==> src/rtl/pwnc_queue.sv <==
// two-entry request queue between front and back end
// depends on nothing but the clock and reset
`default_nettype none

module pwnc_queue #(
    parameter int W = 1
) (
    input  wire logic         i_clk,
    input  wire logic         i_rst_n,
    input  wire logic         i_push,
    input  wire logic [W-1:0] i_data,
    output logic              o_ready,
    output logic              o_valid,
    output logic [W-1:0]      o_data,
    input  wire logic         i_pop
);

    localparam int DEPTH = 2;

    logic [W-1:0] r_mem [DEPTH];
    logic         r_wr_ptr, n_wr_ptr;
    logic         r_rd_ptr, n_rd_ptr;
    logic [1:0]   r_count, n_count;

    assign o_ready = (r_count != 2'(DEPTH));
    assign o_valid = (r_count != 2'd0);
    assign o_data  = r_mem[r_rd_ptr];

    always_comb begin
        n_wr_ptr = r_wr_ptr ^ i_push;
        n_rd_ptr = r_rd_ptr ^ i_pop;
        n_count  = r_count + 2'(i_push) - 2'(i_pop);
    end

    always_ff @(posedge i_clk) begin
        if (!i_rst_n) begin
            r_wr_ptr <= 1'b0;
            r_rd_ptr <= 1'b0;
            r_count  <= 2'd0;
        end else begin
            r_wr_ptr <= n_wr_ptr;
            r_rd_ptr <= n_rd_ptr;
            r_count  <= n_count;
        end
    end

    always_ff @(posedge i_clk) begin
        if (i_push) begin
            r_mem[r_wr_ptr] <= i_data;
        end
    end

endmodule

`default_nettype wire

==> config.mk <==
export PLATFORM = sky130hd
export DESIGN_NAME = pwnc_queue
export DESIGN_NICKNAME = d
export VERILOG_FILES = /design/src/rtl/pwnc_queue.sv
export SDC_FILE = /design/constraint.sdc
export NUM_CORES = 1
export LEC_CHECK = 0
export BUFFER_PORTS_ARGS = -buffer_cell sky130_fd_sc_hd__buf_4
export CORE_AREA = 5 5 42 44
export DETAILED_ROUTE_END_ITERATION = 16
export DIE_AREA = 0 0 47 49
export GPL_TIMING_DRIVEN = 0
export PLACE_DENSITY_LB_ADDON = 0.15
export SLEW_MARGIN = 10
export SYNTH_ARGS = -nofsm -noshare
export SYNTH_HDL_FRONTEND = slang
export SYNTH_SLANG_ARGS = --single-unit
==> constraint.sdc <==
create_clock -name i_clk -period 1.61 [get_ports i_clk]
set_input_delay 0.0805 -clock i_clk [delete_from_list [all_inputs] [get_ports i_clk]]
set_output_delay 0.0805 -clock i_clk [all_outputs]
set_load 0.02 [all_outputs]
==> impl_metrics.tcl, run 1 <==
set metrics [dict create \
    startpoint_type "register" \
    timing.rr.start "r_count[0]$_SDFF_PN0_" \
    ys_seq_elements 7 \
    final_common_cell "buf_4" \
    cts.path.max_buffers 2 \
    syn_to_final_growth_pct 35.4 \
    outcome "complete, no violations" \
    dieArea_um2 2300 \
    antenna_cells 0 \
    worst_pin_slew_ns 0.140 \
    drt-initial-drc-count 7 \
    clk_pin_slew_worst_paths_ns 0.05 \
    slowest_delay_ns 0.31 \
    cap_viol_max_count 0 \
    nets 46 \
    avgSynthCellArea_um2 12.8 \
    syn_inst 24 \
    drtAntennaViolNets 0 \
    met1_usage 0.0519 \
    fin_setup_tns_ns 0 \
    place.port_buffers 7 \
    finalWeightedCongestion 0.651 \
    finalWirelength_um 436 \
    synth_fp_nets 33 \
    leakage_nw 0.194 \
    crit_end "r_count[1]$_SDFF_PN0_" \
    rr_worst_depth 6 \
    drv_slew 0 \
    antenna_found_initial 0 \
    cts_resized 0 \
    ir_drop_mv 0.593 \
    drc 0 \
    cts.sinks 7 \
    grt_overflow 0 \
    arrival_ns 1.40 \
    drive_gt1_frac 0.333 \
    max_freq_mhz 833 \
    htreeDepth 1 \
    gr-max-usage-layer "met3" \
    p_per_area_nw_per_um2 1220 \
    synth_cell_types 12 \
    path_depth 6 \
    grt_use_met3 0.0664 \
    layout_setup_ws_ns 0.410 \
    dieWidth_um 47 \
    min_period_over_period 0.745 \
    met2_usage 0.0566 \
    r2r_slack_ns 0.41 \
    endpoint_kind "register" \
    ios 8 \
    synth-seq-area-share 0.520 \
    grtUsageTotal 0.0554 \
    maxSlewHeadroom 0.906 \
    grt_pass1_wl_um 759 \
    hpwl_um 347 \
    hold_ws_ns 0.0580 \
    rsz0062_at_grt "false" \
    initial_core_util 0.220 \
    cts_buffers 3 \
    startpoint "r_count[0]$_SDFF_PN0_" \
    critical-path-top-delay-family "adder cells" \
    critPathKind "register to register" \
    crit_chain "inv_1 > ha_1 > inv_1 > ha_1 > xnor3_1 > nor2b_2" \
    hold_viol 0 \
    crit_buf_inv 2 \
    dp_slack_ns 0.418 \
    grt_pass1_vias 186 \
    design.core.area_um2 1400 \
    yosysWarnings 0 \
    whs_path_depth 2 \
    grt_max_degree 6 \
    finalClockSkew_ns 0.000644 \
    dr.pass1.iters 2 \
    worstPathMaxFanout 2 \
    crit_required_ns 1.81 \
    wl_per_cell_um 8.38 \
    min-delay-start "i_rst_n" \
    fin_util 0.297 \
    clk_latency_ns 0.25 \
    syn_area_um2 308 \
    cts_tree "done" \
    layout_common_cells "buf_4, dfxtp_1, ha_1" \
    worstReg2RegEnd "r_count[1]$_SDFF_PN0_" \
    hp-class "input pin to register" \
    die_h_um 49 \
    cts_root_buf "clkbuf_4" \
    detail_route.vias_per_cell 3.81 \
    dr_total_vias 198 \
    row_count 14 \
    period_minus_slack_ns 1.20 \
    setup_viol 0 \
    slowest_stage "dfxtp_1" \
]
-- worst min path at each step --
stage / endpoint / slack (ns)
final: r_count[0]$_SDFF_PN0_ / 0.06
after global placement: r_mem[1]$_DFFE_PP_ / 0.27
after CTS: r_count[0]$_SDFF_PN0_ / 0.05
after floorplan: r_mem[0]$_DFFE_PP_ / 0.18
after detailed placement: r_mem[0]$_DFFE_PP_ / 0.27
after global routing: register / 0.05
-- final cells by class --
class	count	area (µm²)
clock buffers	4	26.3
fillers	159	985
inverters	3	11.3
multi-input cells	14	136
flip-flops and latches	7	160
well taps	16	20.0
repair buffers	8	62.6
-- power by group --
| part | internal [W] | leakage [nW] | switching, W | total [W] |
|---|---|---|---|---|
| Combinational | 0.0000755 | 0.119 | 0.0000565 | 0.000132 |
| Sequential | 0.000205 | 0.0604 | 0.0000117 | 0.000216 |
| Clock | 0.0000946 | 0.0150 | 0.0000653 | 0.000160 |
-- logic make-up (layout without fill, tap and decap cells) --
| family | Yosys count | after routing | synth area share |
|---|---|---|---|
| AND/OR/NAND/NOR | 7 | 7 | 0.142 |
| buffers and inverters | 3 | 15 | 0.0366 |
| adder cells (fa/ha/maj) | 4 | 4 | 0.163 |
| multiplexers | 1 | 1 | 0.0366 |
| flip-flops | 7 | 7 | 0.520 |
| XOR/XNOR | 2 | 2 | 0.102 |
-- through the flow --
stage                     area [µm²]  std cells  power, W
after detailed placement         380         47  0.000354
final                            417         52  0.000508
after floorplan                  308         24  0.000307
after global routing             417         52  0.000556
after CTS                        417         52  0.000523
after global placement           380         47  0.000349
-- Yosys cell counts, drive strengths merged --
cell    n  area, µm²
xnor3   1       22.5
xor2    1       8.76
nor2b   2       15.0
ha      4       50.1
edfxtp  2       60.1
or2     1       6.26
dfxtp   5        100
mux2    1       11.3
and2    3       18.8
inv     3       11.3
nand2   1       3.75
-- routing by layer --
| layer | vias up | routed length (µm) | part of all wire |
|---|---|---|---|
| met4 | 0 | 15 | 0.034 |
| met1 | 90 | 152 | 0.35 |
| li1 | 99 | - | - |
| met2 | 7 | 211 | 0.48 |
| met3 | 2 | 57 | 0.13 |
| met5 | - | 0 | 0 |
-- timing repair --
item	in CTS	in global routing
hold buffers	1	0
setup endpoints to repair	0	0
endpoints found under the hold margin	2	0
buffers inserted	0	0
Note: power is estimated with default switching activity, not from simulation.
==> run 2, diff against run 1 <==
==> constraint.sdc (replaced) <==
create_clock -name i_clk -period 1 [get_ports i_clk]
set_input_delay 0.05 -clock i_clk [delete_from_list [all_inputs] [get_ports i_clk]]
set_output_delay 0.05 -clock i_clk [all_outputs]
set_load 0.02 [all_outputs]
==> run 2 against run 1 <==
Sequential share of layout area down 2.6 points. Cell count did not move. Non-clock buffer count unchanged. Combinational power up 93%. Largest cell class is now multi-input combinational cells. Worst setup slack lost 0.56 ns. The run now ends with setup timing left. Via count up 3.5%.
==> impl_metrics.tcl, run 2 (synthesized netlist as in run 1, its figures left out) <==
set metrics [dict create \
    outcome "finished with violations" \
    violations "setup timing" \
    clk_pin_slew_worst_paths_ns 0.05 \
    seqCellArea_um2 163 \
    setup_viol 4 \
    rsz0062_at_grt "true" \
    critical-path-top-delay-family "adder cells" \
    crit_end "r_count[1]$_SDFF_PN0_" \
    cts_buffers 3 \
    worstReg2RegEnd "r_count[1]$_SDFF_PN0_" \
    antenna_cells 0 \
    maxSlewHeadroom 0.904 \
    grtUsageTotal 0.0553 \
    antenna_found_initial 0 \
    rr_worst_depth 6 \
    arrival_ns 1.29 \
    fillCellCount 160 \
    min_period_over_period 1.15 \
    layout_setup_ws_ns -0.148 \
    drt-initial-drc-count 0 \
    place_area_um2 380 \
    finalWeightedCongestion 0.651 \
    min-delay-start "i_rst_n" \
    cts_root_buf "clkbuf_4" \
    initial_core_util 0.220 \
    startpoint_type "register" \
    worst_pin_slew_ns 0.143 \
    dr.pass1.iters 1 \
    drtAntennaViolNets 0 \
    worstPathMaxFanout 2 \
    drv_slew 0 \
    cts_tree "done" \
    grt_pass1_wl_um 814 \
    dr_total_vias 205 \
    layout_common_cells "buf_4, clkbuf_4, dfxtp_1" \
    crit_required_ns 1.15 \
    p_per_area_nw_per_um2 1900 \
    crit_buf_inv 2 \
    drive_gt1_frac 0.528 \
    crit_chain "inv_2 > ha_4 > inv_2 > ha_4 > xnor3_1 > nor2b_2" \
    grt_overflow 0 \
    cap_viol_max_count 0 \
    nets 46 \
    multi_input_area_um2 168 \
    hp-class "input pin to register" \
    postCtsSetupRepairBufs 0 \
    instances_no_fill 52 \
    leakage_nw 0.201 \
    period_minus_slack_ns 1.15 \
    finalWirelength_um 467 \
    detail_route.vias_per_cell 3.94 \
    htreeDepth 1 \
    hold_viol 0 \
    place.port_buffers 7 \
    wl_per_cell_um 8.98 \
    cts.sinks 7 \
    path_depth 6 \
    grt_pass1_vias 221 \
    cts.path.max_buffers 2 \
    r2r_slack_ns -0.15 \
    final_area_um2 454 \
    die_h_um 49 \
    slowest_stage "dfxtp_2" \
    row_count 14 \
    syn_to_final_growth_pct 47.6 \
    timing.rr.start "r_count[0]$_SDFF_PN0_" \
    startpoint "r_count[0]$_SDFF_PN0_" \
    finalClockSkew_ns 0.00185 \
    final_common_cell "buf_4" \
    dieWidth_um 47 \
    drc 0 \
    ir_drop_mv 0.588 \
    clk_latency_ns 0.25 \
    max_freq_mhz 871 \
    design.core.area_um2 1400 \
    ios 8 \
    place_inst 47 \
    dieArea_um2 2300 \
    slowest_delay_ns 0.32 \
    critPathKind "register to register" \
    endpoint_kind "register" \
    grt_max_degree 6 \
]
==> run 2: cell type report <==
class                   count  area share
flip-flops and latches      7       0.358
clock buffers               4      0.0579
multi-input cells          14       0.369
inverters                   3      0.0248
repair buffers              8       0.146
well taps                  16      0.0441
==> run 2: routing by layer <==
layer	GRT usage	routed length, µm
met2	0.0837	251
met1	0.0449	169
met3	0.0332	32
met5	0	0
met4	0.0553	13
==> run 2: how the worst min path moves through the flow <==
stage	to	slack (ns)	cells after the start
final	r_rd_ptr$_SDFF_PN0_	0.03	2
after global routing	register	0.03	2
after CTS	r_rd_ptr$_SDFF_PN0_	0.03	2
after detailed placement	r_mem[1]$_DFFE_PP_	0.24	1
after global placement	r_mem[1]$_DFFE_PP_	0.24	1
after floorplan	r_mem[0]$_DFFE_PP_	0.15	0
==> run 2: report_power, final <==
part | internal [W] | switching [W] | total (W)
clock network | 0.000152 | 0.000102 | 0.000254
logic | 0.000147 | 0.000108 | 0.000255
registers | 0.000331 | 0.0000209 | 0.000352
total | 0.000630 | 0.000231 | 0.000861
==> run 2: per-stage QoR <==
| stage | setup WS (ns) | util | TNS [ns] | hold WS [ns] | total power (W) |
|---|---|---|---|---|---|
| final | -0.148 | 0.324 | -0.299 | 0.0346 | 0.000861 |
| after global routing | -0.212 | 0.324 | -0.497 | 0.0273 | 0.000939 |
| after CTS | -0.146 | 0.322 | -0.322 | 0.0315 | 0.000867 |
| after detailed placement | -0.199 | 0.271 | -0.350 | 0.238 | 0.000569 |
| after global placement | -0.176 | 0.271 | -0.308 | 0.238 | 0.000562 |
| after floorplan | -0.147 | - | -0.260 | 0.149 | 0.000494 |
==> run 2: timing repair <==
action                                 in CTS  in global routing
resized for setup                           9                  1
pin swaps                                   1                  0
setup endpoints to repair                   4                  4
endpoints found under the hold margin       2                  0
hold buffers                                1                  0
