===== config.mk =====
export PLATFORM = sky130hd
export DESIGN_NAME = pwnc_front_flat
export DESIGN_NICKNAME = d
export VERILOG_FILES = /design/src/rtl/pwnc_pkg.sv /design/src/rtl/pwnc_if.sv /design/src/rtl/pwnc_front.sv /design/src/flat_wrapper.sv
export SDC_FILE = /design/constraint.sdc
export NUM_CORES = 1
export LEC_CHECK = 0
export BUFFER_PORTS_ARGS = -buffer_cell sky130_fd_sc_hd__buf_2
export CAP_MARGIN = 30
export CORE_MARGIN = 3
export CORE_UTILIZATION = 52
export DETAILED_ROUTE_END_ITERATION = 10
export GPL_TIMING_DRIVEN = 0
export PLACE_DENSITY = 0.77
export SYNTH_ARGS = -nofsm -noshare
export SYNTH_HDL_FRONTEND = slang
export SYNTH_SLANG_ARGS = --single-unit
export TNS_END_PERCENT = 10

===== constraint.sdc =====
create_clock -name vclk -period 12.3
set_clock_uncertainty 0.15 [all_clocks]
set_input_delay 1.845 -clock vclk [all_inputs]
set_output_delay 1.845 -clock vclk [all_outputs]
set_load 0.05 [all_outputs]

===== src/rtl/pwnc_pkg.sv =====
// package for the periodic wrap nearest centre block
// shared constants, codes, request control struct and back-end state type
// no dependencies
`default_nettype none

package pwnc_pkg;

    localparam int DEF_MAX_CENTERS = 64;
    localparam int DEF_COORD_BITS  = 24;

    localparam int BOX_BITS       = 22;
    localparam int COUNT_BITS     = 7;
    localparam int SLOT_BITS      = 6;
    localparam int SHIFT_BITS     = 2;
    localparam int CFG_INDEX_BITS = 2;
    localparam int CFG_DATA_BITS  = 22;
    localparam int R2_BITS        = 2 * BOX_BITS;

    localparam logic [COUNT_BITS-1:0] RST_CENTER_COUNT  = COUNT_BITS'(1);
    localparam logic [BOX_BITS-1:0]   RST_BOX_SIZE      = BOX_BITS'(4194303);
    localparam logic [BOX_BITS-1:0]   RST_SPHERE_RADIUS = BOX_BITS'(0);

    localparam logic [SHIFT_BITS-1:0] SHIFT_NONE = 2'b00;
    localparam logic [SHIFT_BITS-1:0] SHIFT_UP   = 2'b01;
    localparam logic [SHIFT_BITS-1:0] SHIFT_DOWN = 2'b11;

    typedef enum logic [CFG_INDEX_BITS-1:0] {
        CFG_CENTER_COUNT  = 2'd0,
        CFG_BOX_SIZE      = 2'd1,
        CFG_SPHERE_RADIUS = 2'd2
    } t_cfg_index;

    typedef enum logic {
        CMD_LOAD  = 1'b0,
        CMD_QUERY = 1'b1
    } t_command;

    typedef struct packed {
        t_command              cmd;
        logic [SLOT_BITS-1:0]  slot;
        logic [SHIFT_BITS-1:0] shift_x;
        logic [SHIFT_BITS-1:0] shift_y;
        logic [SHIFT_BITS-1:0] shift_z;
    } t_job_ctl;

    typedef enum logic [1:0] {
        BK_IDLE,
        BK_SEARCH,
        BK_DONE
    } t_back_state;

    // width of a wrapped coordinate, wide enough for any box size
    function automatic int wrap_bits(input int coord_bits);
        return ((coord_bits > BOX_BITS) ? coord_bits : BOX_BITS) + 1;
    endfunction

endpackage

`default_nettype wire


===== src/rtl/pwnc_if.sv =====
// valid/ready channel interfaces: request in, result out, register write
// depends on pwnc_pkg
`default_nettype none

interface pwnc_in_if #(
    parameter int COORD_BITS = pwnc_pkg::DEF_COORD_BITS
) ();
    logic                                   valid;
    logic                                   ready;
    logic                                   command;
    logic [pwnc_pkg::SLOT_BITS-1:0]         entry_index;
    logic signed [COORD_BITS-1:0]           coord_x;
    logic signed [COORD_BITS-1:0]           coord_y;
    logic signed [COORD_BITS-1:0]           coord_z;

    modport source (output valid, command, entry_index, coord_x, coord_y, coord_z,
                    input ready);
    modport sink (input valid, command, entry_index, coord_x, coord_y, coord_z,
                  output ready);
endinterface


`default_nettype wire


===== src/rtl/pwnc_front.sv =====
// front end: accepts requests, classifies load/query, wraps query points
// depends on pwnc_pkg and pwnc_if
`default_nettype none

module pwnc_front #(
    parameter int COORD_BITS = pwnc_pkg::DEF_COORD_BITS
) (
    input  wire logic [pwnc_pkg::BOX_BITS-1:0]   i_box_size,
    pwnc_in_if.sink                              i_in,
    input  wire logic                            i_q_ready,
    output logic                                 o_push,
    output pwnc_pkg::t_job_ctl                   o_ctl,
    output logic signed [pwnc_pkg::wrap_bits(COORD_BITS)-1:0] o_px,
    output logic signed [pwnc_pkg::wrap_bits(COORD_BITS)-1:0] o_py,
    output logic signed [pwnc_pkg::wrap_bits(COORD_BITS)-1:0] o_pz
);

    localparam int WW = pwnc_pkg::wrap_bits(COORD_BITS);

    logic [pwnc_pkg::SHIFT_BITS-1:0] sh_x, sh_y, sh_z;
    logic signed [WW-1:0]            wr_x, wr_y, wr_z;

    function automatic logic signed [WW-1:0] wrap_axis(
        input  logic signed [COORD_BITS-1:0]     v,
        input  logic [pwnc_pkg::BOX_BITS-1:0]    b,
        output logic [pwnc_pkg::SHIFT_BITS-1:0]  sh
    );
        logic signed [WW:0] ve;
        logic signed [WW:0] be;
        logic signed [WW:0] res;
        ve = (WW+1)'(v);
        be = $signed((WW+1)'(b));
        if (ve > be) begin
            sh  = pwnc_pkg::SHIFT_UP;
            res = ve - be;
        end else if (ve < 0) begin
            sh  = pwnc_pkg::SHIFT_DOWN;
            res = ve + be;
        end else begin
            sh  = pwnc_pkg::SHIFT_NONE;
            res = ve;
        end
        return $signed(res[WW-1:0]);
    endfunction

    assign i_in.ready = i_q_ready;
    assign o_push     = i_in.valid && i_q_ready;

    always_comb begin
        wr_x = wrap_axis(i_in.coord_x, i_box_size, sh_x);
        wr_y = wrap_axis(i_in.coord_y, i_box_size, sh_y);
        wr_z = wrap_axis(i_in.coord_z, i_box_size, sh_z);
    end

    always_comb begin
        o_ctl.cmd  = pwnc_pkg::t_command'(i_in.command);
        o_ctl.slot = i_in.entry_index;
        if (o_ctl.cmd == pwnc_pkg::CMD_QUERY) begin
            o_ctl.shift_x = sh_x;
            o_ctl.shift_y = sh_y;
            o_ctl.shift_z = sh_z;
            o_px          = wr_x;
            o_py          = wr_y;
            o_pz          = wr_z;
        end else begin
            // load keeps the raw centre
            o_ctl.shift_x = pwnc_pkg::SHIFT_NONE;
            o_ctl.shift_y = pwnc_pkg::SHIFT_NONE;
            o_ctl.shift_z = pwnc_pkg::SHIFT_NONE;
            o_px          = WW'(i_in.coord_x);
            o_py          = WW'(i_in.coord_y);
            o_pz          = WW'(i_in.coord_z);
        end
    end

endmodule

`default_nettype wire


===== src/flat_wrapper.sv =====
// flat-port wrapper written by rule: the top's interface ports become plain ports
module pwnc_front_flat 
#(
    parameter int COORD_BITS = pwnc_pkg::DEF_COORD_BITS
)
  (i_box_size, i_q_ready, o_push, o_ctl, o_px, o_py, o_pz, i_in_valid, i_in_command, i_in_entry_index, i_in_coord_x, i_in_coord_y, i_in_coord_z, i_in_ready);
  pwnc_in_if #(.COORD_BITS(COORD_BITS)) i_in_i ();
  input  wire logic [pwnc_pkg::BOX_BITS-1:0] i_box_size;
  input  wire logic i_q_ready;
  output logic o_push;
  output pwnc_pkg::t_job_ctl o_ctl;
  output logic signed [pwnc_pkg::wrap_bits(COORD_BITS)-1:0] o_px;
  output logic signed [pwnc_pkg::wrap_bits(COORD_BITS)-1:0] o_py;
  output logic signed [pwnc_pkg::wrap_bits(COORD_BITS)-1:0] o_pz;
  input wire logic [$bits(i_in_i.valid)-1:0] i_in_valid;
  input wire logic [$bits(i_in_i.command)-1:0] i_in_command;
  input wire logic [$bits(i_in_i.entry_index)-1:0] i_in_entry_index;
  input wire logic [$bits(i_in_i.coord_x)-1:0] i_in_coord_x;
  input wire logic [$bits(i_in_i.coord_y)-1:0] i_in_coord_y;
  input wire logic [$bits(i_in_i.coord_z)-1:0] i_in_coord_z;
  output wire logic [$bits(i_in_i.ready)-1:0] i_in_ready;
  assign i_in_i.valid = i_in_valid;
  assign i_in_i.command = i_in_command;
  assign i_in_i.entry_index = i_in_entry_index;
  assign i_in_i.coord_x = i_in_coord_x;
  assign i_in_i.coord_y = i_in_coord_y;
  assign i_in_i.coord_z = i_in_coord_z;
  assign i_in_ready = i_in_i.ready;
  pwnc_front #(.COORD_BITS(COORD_BITS)) u_core (.i_box_size(i_box_size), .i_in(i_in_i), .i_q_ready(i_q_ready), .o_push(o_push), .o_ctl(o_ctl), .o_px(o_px), .o_py(o_py), .o_pz(o_pz));
endmodule

==> qor.yml, run 1 <==
outcome:
  status: "complete, no violations"
final_layout:
  nNetsFinal: 1758
  fillers: 1601
  drive_gt1_share_pct: 16.2
  seq_area_um2: 0
  fin_area_um2: 9830
  nClkBuffers: 0
  seq_cells: 0
  syn2layout_area_growth_pct: 14.0
  antenna_cells: 0
synth:
  ys_types: 80
  synth.area.top_cells: "ha_1 20%, a21oi_1 7.8%, nor2_1 7.0%"
  synth_nets: 1569
  synth.avg_cell_area_um2: 6.50
  synth_compound_gate_area_share_pct: 41.9
  yosysTopAreaCell: "ha_1"
  netlist_instances: 1325
  ys_seq_area_share_pct: 0
  synth-xor-area-share_pct: 4.37
  synth_area_um2: 8620
  synthMuxAreaShare_pct: 0.232
  synth_simple_gate_area_share_pct: 24.4
  yosysWarnings: 0
  yosysTopAreaCellShare_pct: 19.6
  synth_top_family_by_area: "compound AO/OA/AOI/OAI gates"
  synthAdderAreaFrac_pct: 21.0
setup_path:
  critPathBufInv: 6
  worstPathCellList: "buf_2 > inv_1 > ha_1 > nor2b_1 > o31a_1 > o31a_1 > o21ai_1 > o311ai_1 > a21o_1 > a21oi_1 > o21ai_0 > ha_1 > o31a_1 > buf_2 > o21ai_4 > inv_1 > buf_2 > nor2_1 > a31oi_1 > buf_2"
  path_max_fanout: 10
  worstSetupPathType: "input pin to output pin"
  critPathArrivalTime_ns: 6.79
  end_kind: "output pin"
  cpLargestDelayFamily: "compound AO/OA/AOI/OAI gates"
  worst_ep_required_time_ns: 10.30
  cp-start-kind: "input pin"
  critical_path_cell_count: 20
  cp_common_cell: "buf_2"
  crit_slowest_cell: "inv_1"
  critPathMaxStageDelay_ns: 0.45
sta:
  slew_headroom_pct: 29.4
  period_minus_slack_ns: 8.78
  max_freq_mhz: 114
  setup_tns_ns: 0
  finalSetupViolCount: 0
  rsz0062_at_grt: "no"
  max_slew.worst_pin.slew_ns: 1.05
  fin_crit_sh_pct: 71.4
  final_hold_viol_count: 0
  report.final.slew_viol_count: 0
  hold_slack_ns: 3.84
detailed_routing:
  vias: 11200
  drcViolationCount: 0
  ant_nets: 0
  routed_via_density: 6.49
  wl_per_cell_um: 20.5
  drt_wl_total_um: 35400
  first_pass_iters: 6
  first_iter_violations: 884
hold_path:
  hold_path.class: "input pin to output pin"
  whs_path_depth: 2
floorplanning:
  die_x_um: 135
  ios: 193
  start_util_pct: 53.7
  die-area_um2: 18200
  die_h_um: 135
  rows: 46
  core_um2: 16100
cts:
  cts_setup_buffers: 0
  cts-resized-gates: 0
  hold_buffers: 0
global_routing:
  antenna_found_initial: 2
  grt_pass1_vias: 10400
  grt_pass1_wl_um: 54700
  grt.total_usage_pct: 36.8
  gr-total-overflow: 0
  grt_max_degree: 11
place:
  io_buffers: 186
  dpl_cell_area_um2: 9830
  dp_hpwl_um: 28900
  gp_congestion: 1.00
pwr:
  finalPower_uw: 687
  vdd.ir_drop.worst_mv: 0.0444
  leakage_nw: 4.49
  powerDensity_nw_per_um2: 69.9
run:
  max-cap-violations: 0
-- kinds of logic after synthesis --
logic type               count (synthesis)
AO/OA/AOI/OAI                          524
AND/OR/NAND/NOR                        444
multiplexers                             2
XOR/XNOR                                43
adder cells (fa/ha/maj)                141
buffers and inverters                  171
-- synth_stat cells, drive strengths merged, types with 6 or more instances --
| library cell | number |
|---|---|
| a211o | 9 |
| a211oi | 15 |
| a21o | 23 |
| a21oi | 135 |
| a221o | 15 |
| a221oi | 15 |
| a22o | 6 |
| a22oi | 10 |
| a31oi | 19 |
| and2 | 9 |
| and3 | 6 |
| buf | 32 |
| clkbuf | 44 |
| fa | 6 |
| ha | 135 |
| inv | 95 |
| nand2 | 93 |
| nand2b | 24 |
| nand3 | 27 |
| nand4 | 10 |
| nor2 | 162 |
| nor2b | 23 |
| nor3 | 41 |
| nor4 | 9 |
| o2111ai | 8 |
| o211ai | 18 |
| o21a | 18 |
| o21ai | 95 |
| o21bai | 17 |
| o221ai | 17 |
| o22ai | 16 |
| o311a | 8 |
| o311ai | 6 |
| o31a | 8 |
| o31ai | 16 |
| or2 | 9 |
| or3 | 15 |
| or4 | 6 |
| xnor2 | 29 |
| xor2 | 14 |
-- cell usage in the layout, fill, tap and decap left out, drive strengths merged, types with 8 or more instances in the layout --
cell type / instances
a221o: 15
o31a: 8
ha: 135
o21a: 18
nor3: 41
xnor2: 29
a31oi: 19
nor2b: 23
nand2: 93
o22ai: 16
a21o: 23
o311a: 8
nand2b: 24
nor2: 162
a21oi: 135
nand4: 10
or3: 15
o31ai: 16
o21ai: 95
a211o: 9
o21bai: 17
nor4: 9
a211oi: 15
o211ai: 18
clkbuf: 44
a221oi: 15
and2: 9
xor2: 14
o2111ai: 8
buf: 219
inv: 95
a22oi: 10
nand3: 27
or2: 9
o221ai: 17
-- cell type report --
type	instances	area [um^2]	area share, %
multi-input cells	1154	7910	80.5
well taps	216	270	2.75
repair buffers	187	938	9.55
inverters	95	357	3.63
plain buffers	76	349	3.55
-- metrics by stage --
stage	cells	utilization [%]	worst slack [ns]
after CTS	1728	61.2	3.57
after global routing	1728	61.2	3.22
after floorplan	1325	-	4.23
after global placement	1727	61.1	3.58
after detailed placement	1728	61.2	3.59
final	1728	61.2	3.52
-- path summary, 6_finish.rpt --
path / startpoint / endpoint / slack [ns]
worst min-delay path: i_in_entry_index[0] / o_ctl[6] / 3.84
worst max-delay path: i_box_size[1] / o_pz[7] / 3.52
-- layer usage --
metal / GRT usage, % / part of all wire (%)
met1: 51.1 / 42
met2: 60.2 / 45
met3: 3.28 / 9.9
met4: 12.0 / 3.7
met5: 0 / 0.065
-- power breakdown --
group / switching [mW] / total, mW / internal (mW)
registers: 0 / 0 / 0
logic: 0.476 / 0.687 / 0.211
clock network: 0 / 0 / 0
total: 0.476 / 0.687 / 0.211
(Power assumes the default switching activity.)
==> inputs of run 2 (changes only) <==
--- a/config.mk
+++ b/config.mk
@@ -11,7 +11,7 @@
 export CORE_UTILIZATION = 52
 export DETAILED_ROUTE_END_ITERATION = 10
 export GPL_TIMING_DRIVEN = 0
-export PLACE_DENSITY = 0.77
+export PLACE_DENSITY = 0.8
 export SYNTH_ARGS = -nofsm -noshare
 export SYNTH_HDL_FRONTEND = slang
 export SYNTH_SLANG_ARGS = --single-unit
==> constraint.sdc (replaced) <==
create_clock -name vclk -period 7.8
set_clock_uncertainty 0.15 [all_clocks]
set_input_delay 1.17 -clock vclk [all_inputs]
set_output_delay 1.17 -clock vclk [all_outputs]
set_load 0.05 [all_outputs]
==> qor.yml, run 2 (synthesized netlist as in run 1, its figures left out) <==
final_layout:
  fillers: 1599
  antenna_cells: 0
  drive_gt1_share_pct: 16.2
  layout_commonest_cell: "buf_2"
  fin_area_um2: 9830
  nNetsFinal: 1758
  syn2layout_area_growth_pct: 14.0
  seq_area_um2: 0
  layout_common_cells: "205 x buf_2, 160 x nor2_1, 135 x a21oi_1, 135 x ha_1, 94 x inv_1"
  seq_cells: 0
  nClkBuffers: 0
detailed_routing:
  vias: 11300
  routed_via_density: 6.55
  ant_nets: 0
  drcViolationCount: 0
  drt_wl_total_um: 35400
  first_pass_iters: 6
  wl_per_cell_um: 20.5
  first_iter_violations: 1358
sta:
  worst_slack_ns: 0.246
  report.final.slew_viol_count: 0
  period_minus_slack_ns: 7.55
  max_slew.worst_pin.slew_ns: 0.995
  fin_crit_sh_pct: 96.8
  finalSetupViolCount: 0
  setup_tns_ns: 0
  rsz0062_at_grt: "no"
  final_hold_viol_count: 0
  slew_headroom_pct: 32.8
  hold_slack_ns: 2.49
  max_freq_mhz: 132
outcome:
  status: "complete, no violations"
global_routing:
  grt_pass1_vias: 9981
  antenna_found_initial: 0
  grt_pass1_wl_um: 54200
  grt.total_usage_pct: 36.6
  grt_max_degree: 11
  gr-total-overflow: 0
pwr:
  vdd.ir_drop.worst_mv: 0.0678
  comb_power_share_pct: 100.0
  swShare_pct: 69.4
  powerDensity_nw_per_um2: 111
  internal_power_uw: 333
  p_clk_share_pct: 0
  leakage_nw: 4.49
  power.switching_uw: 756
  p_seq_share_pct: 0
  finalPower_mw: 1.09
setup_path:
  critPathArrivalTime_ns: 6.23
  path_max_fanout: 9
  crit_slowest_cell: "nor2_1"
  critPathBufInv: 3
  cpLargestDelayFamily: "compound AO/OA/AOI/OAI gates"
  worstPathCellList: "buf_2 > inv_1 > ha_1 > nor2b_1 > o31a_1 > o31a_1 > o21ai_1 > o311ai_1 > a21o_1 > a21oi_1 > o21ai_0 > ha_1 > o31ai_4 > nor2_1 > o211ai_1 > and3_1 > o2bb2ai_1 > buf_2"
  cp-start-kind: "input pin"
  end_kind: "output pin"
  worst_ep_required_time_ns: 6.48
  critPathMaxStageDelay_ns: 0.64
  worstSetupPathType: "input pin to output pin"
place:
  dpl_cell_area_um2: 9830
  io_buffers: 186
  dp_slack_ns: 0.395
  gp_congestion: 1.02
  dp_hpwl_um: 28800
cts:
  cts_setup_buffers: 0
  cts-resized-gates: 0
  hold_buffers: 0
run:
  max-cap-violations: 0
floorplanning:
  start_util_pct: 53.7
  die-area_um2: 18200
  ios: 193
  core_um2: 16100
  rows: 46
  die_x_um: 135
  die_h_um: 135
hold_path:
  hold_path.class: "input pin to output pin"
-- run 2: cell counts in the layout (fill, tap and decap cells not counted) --
No cell type changed its count.
-- run 2: power by group through the flow --
stage,registers (mW),clock network (mW),logic (mW)
detailed placement,0,0,1.06
finish,0,0,1.09
floorplan,0,0,0.782
global placement,0,0,1.05
CTS,0,0,1.06
global route,0,0,1.17
-- run 2: per-stage QoR --
stage	util, %	instances
final	61.2	1728
after global routing	61.2	1728
after CTS	61.2	1728
after detailed placement	61.2	1728
after global placement	61.1	1727
after floorplan	-	1325
-- run 2: final timing paths --
| kind | start | end | slack [ns] | cells after the start |
|---|---|---|---|---|
| min | i_in_entry_index[2] | o_ctl[8] | 2.49 | 2 |
| max | i_box_size[1] | o_pz[20] | 0.25 | 18 |
-- run 2: final cells by class --
| cell class | instances | area [um^2] | area share (%) |
|---|---|---|---|
| plain buffers | 76 | 349 | 3.55 |
| repair buffers | 187 | 938 | 9.55 |
| inverters | 95 | 357 | 3.63 |
| multi-input cells | 1154 | 7910 | 80.5 |
| well taps | 216 | 270 | 2.75 |
-- run 2: layer usage --
layer,wire [um],vias up,global-route usage (%),share of wire (%)
met5,0,-,0,0
met4,1030,0,8.71,2.9
met3,4100,69,3.99,12
met2,15300,801,58.3,43
met1,15000,5130,52.9,42
li1,-,5319,-,-
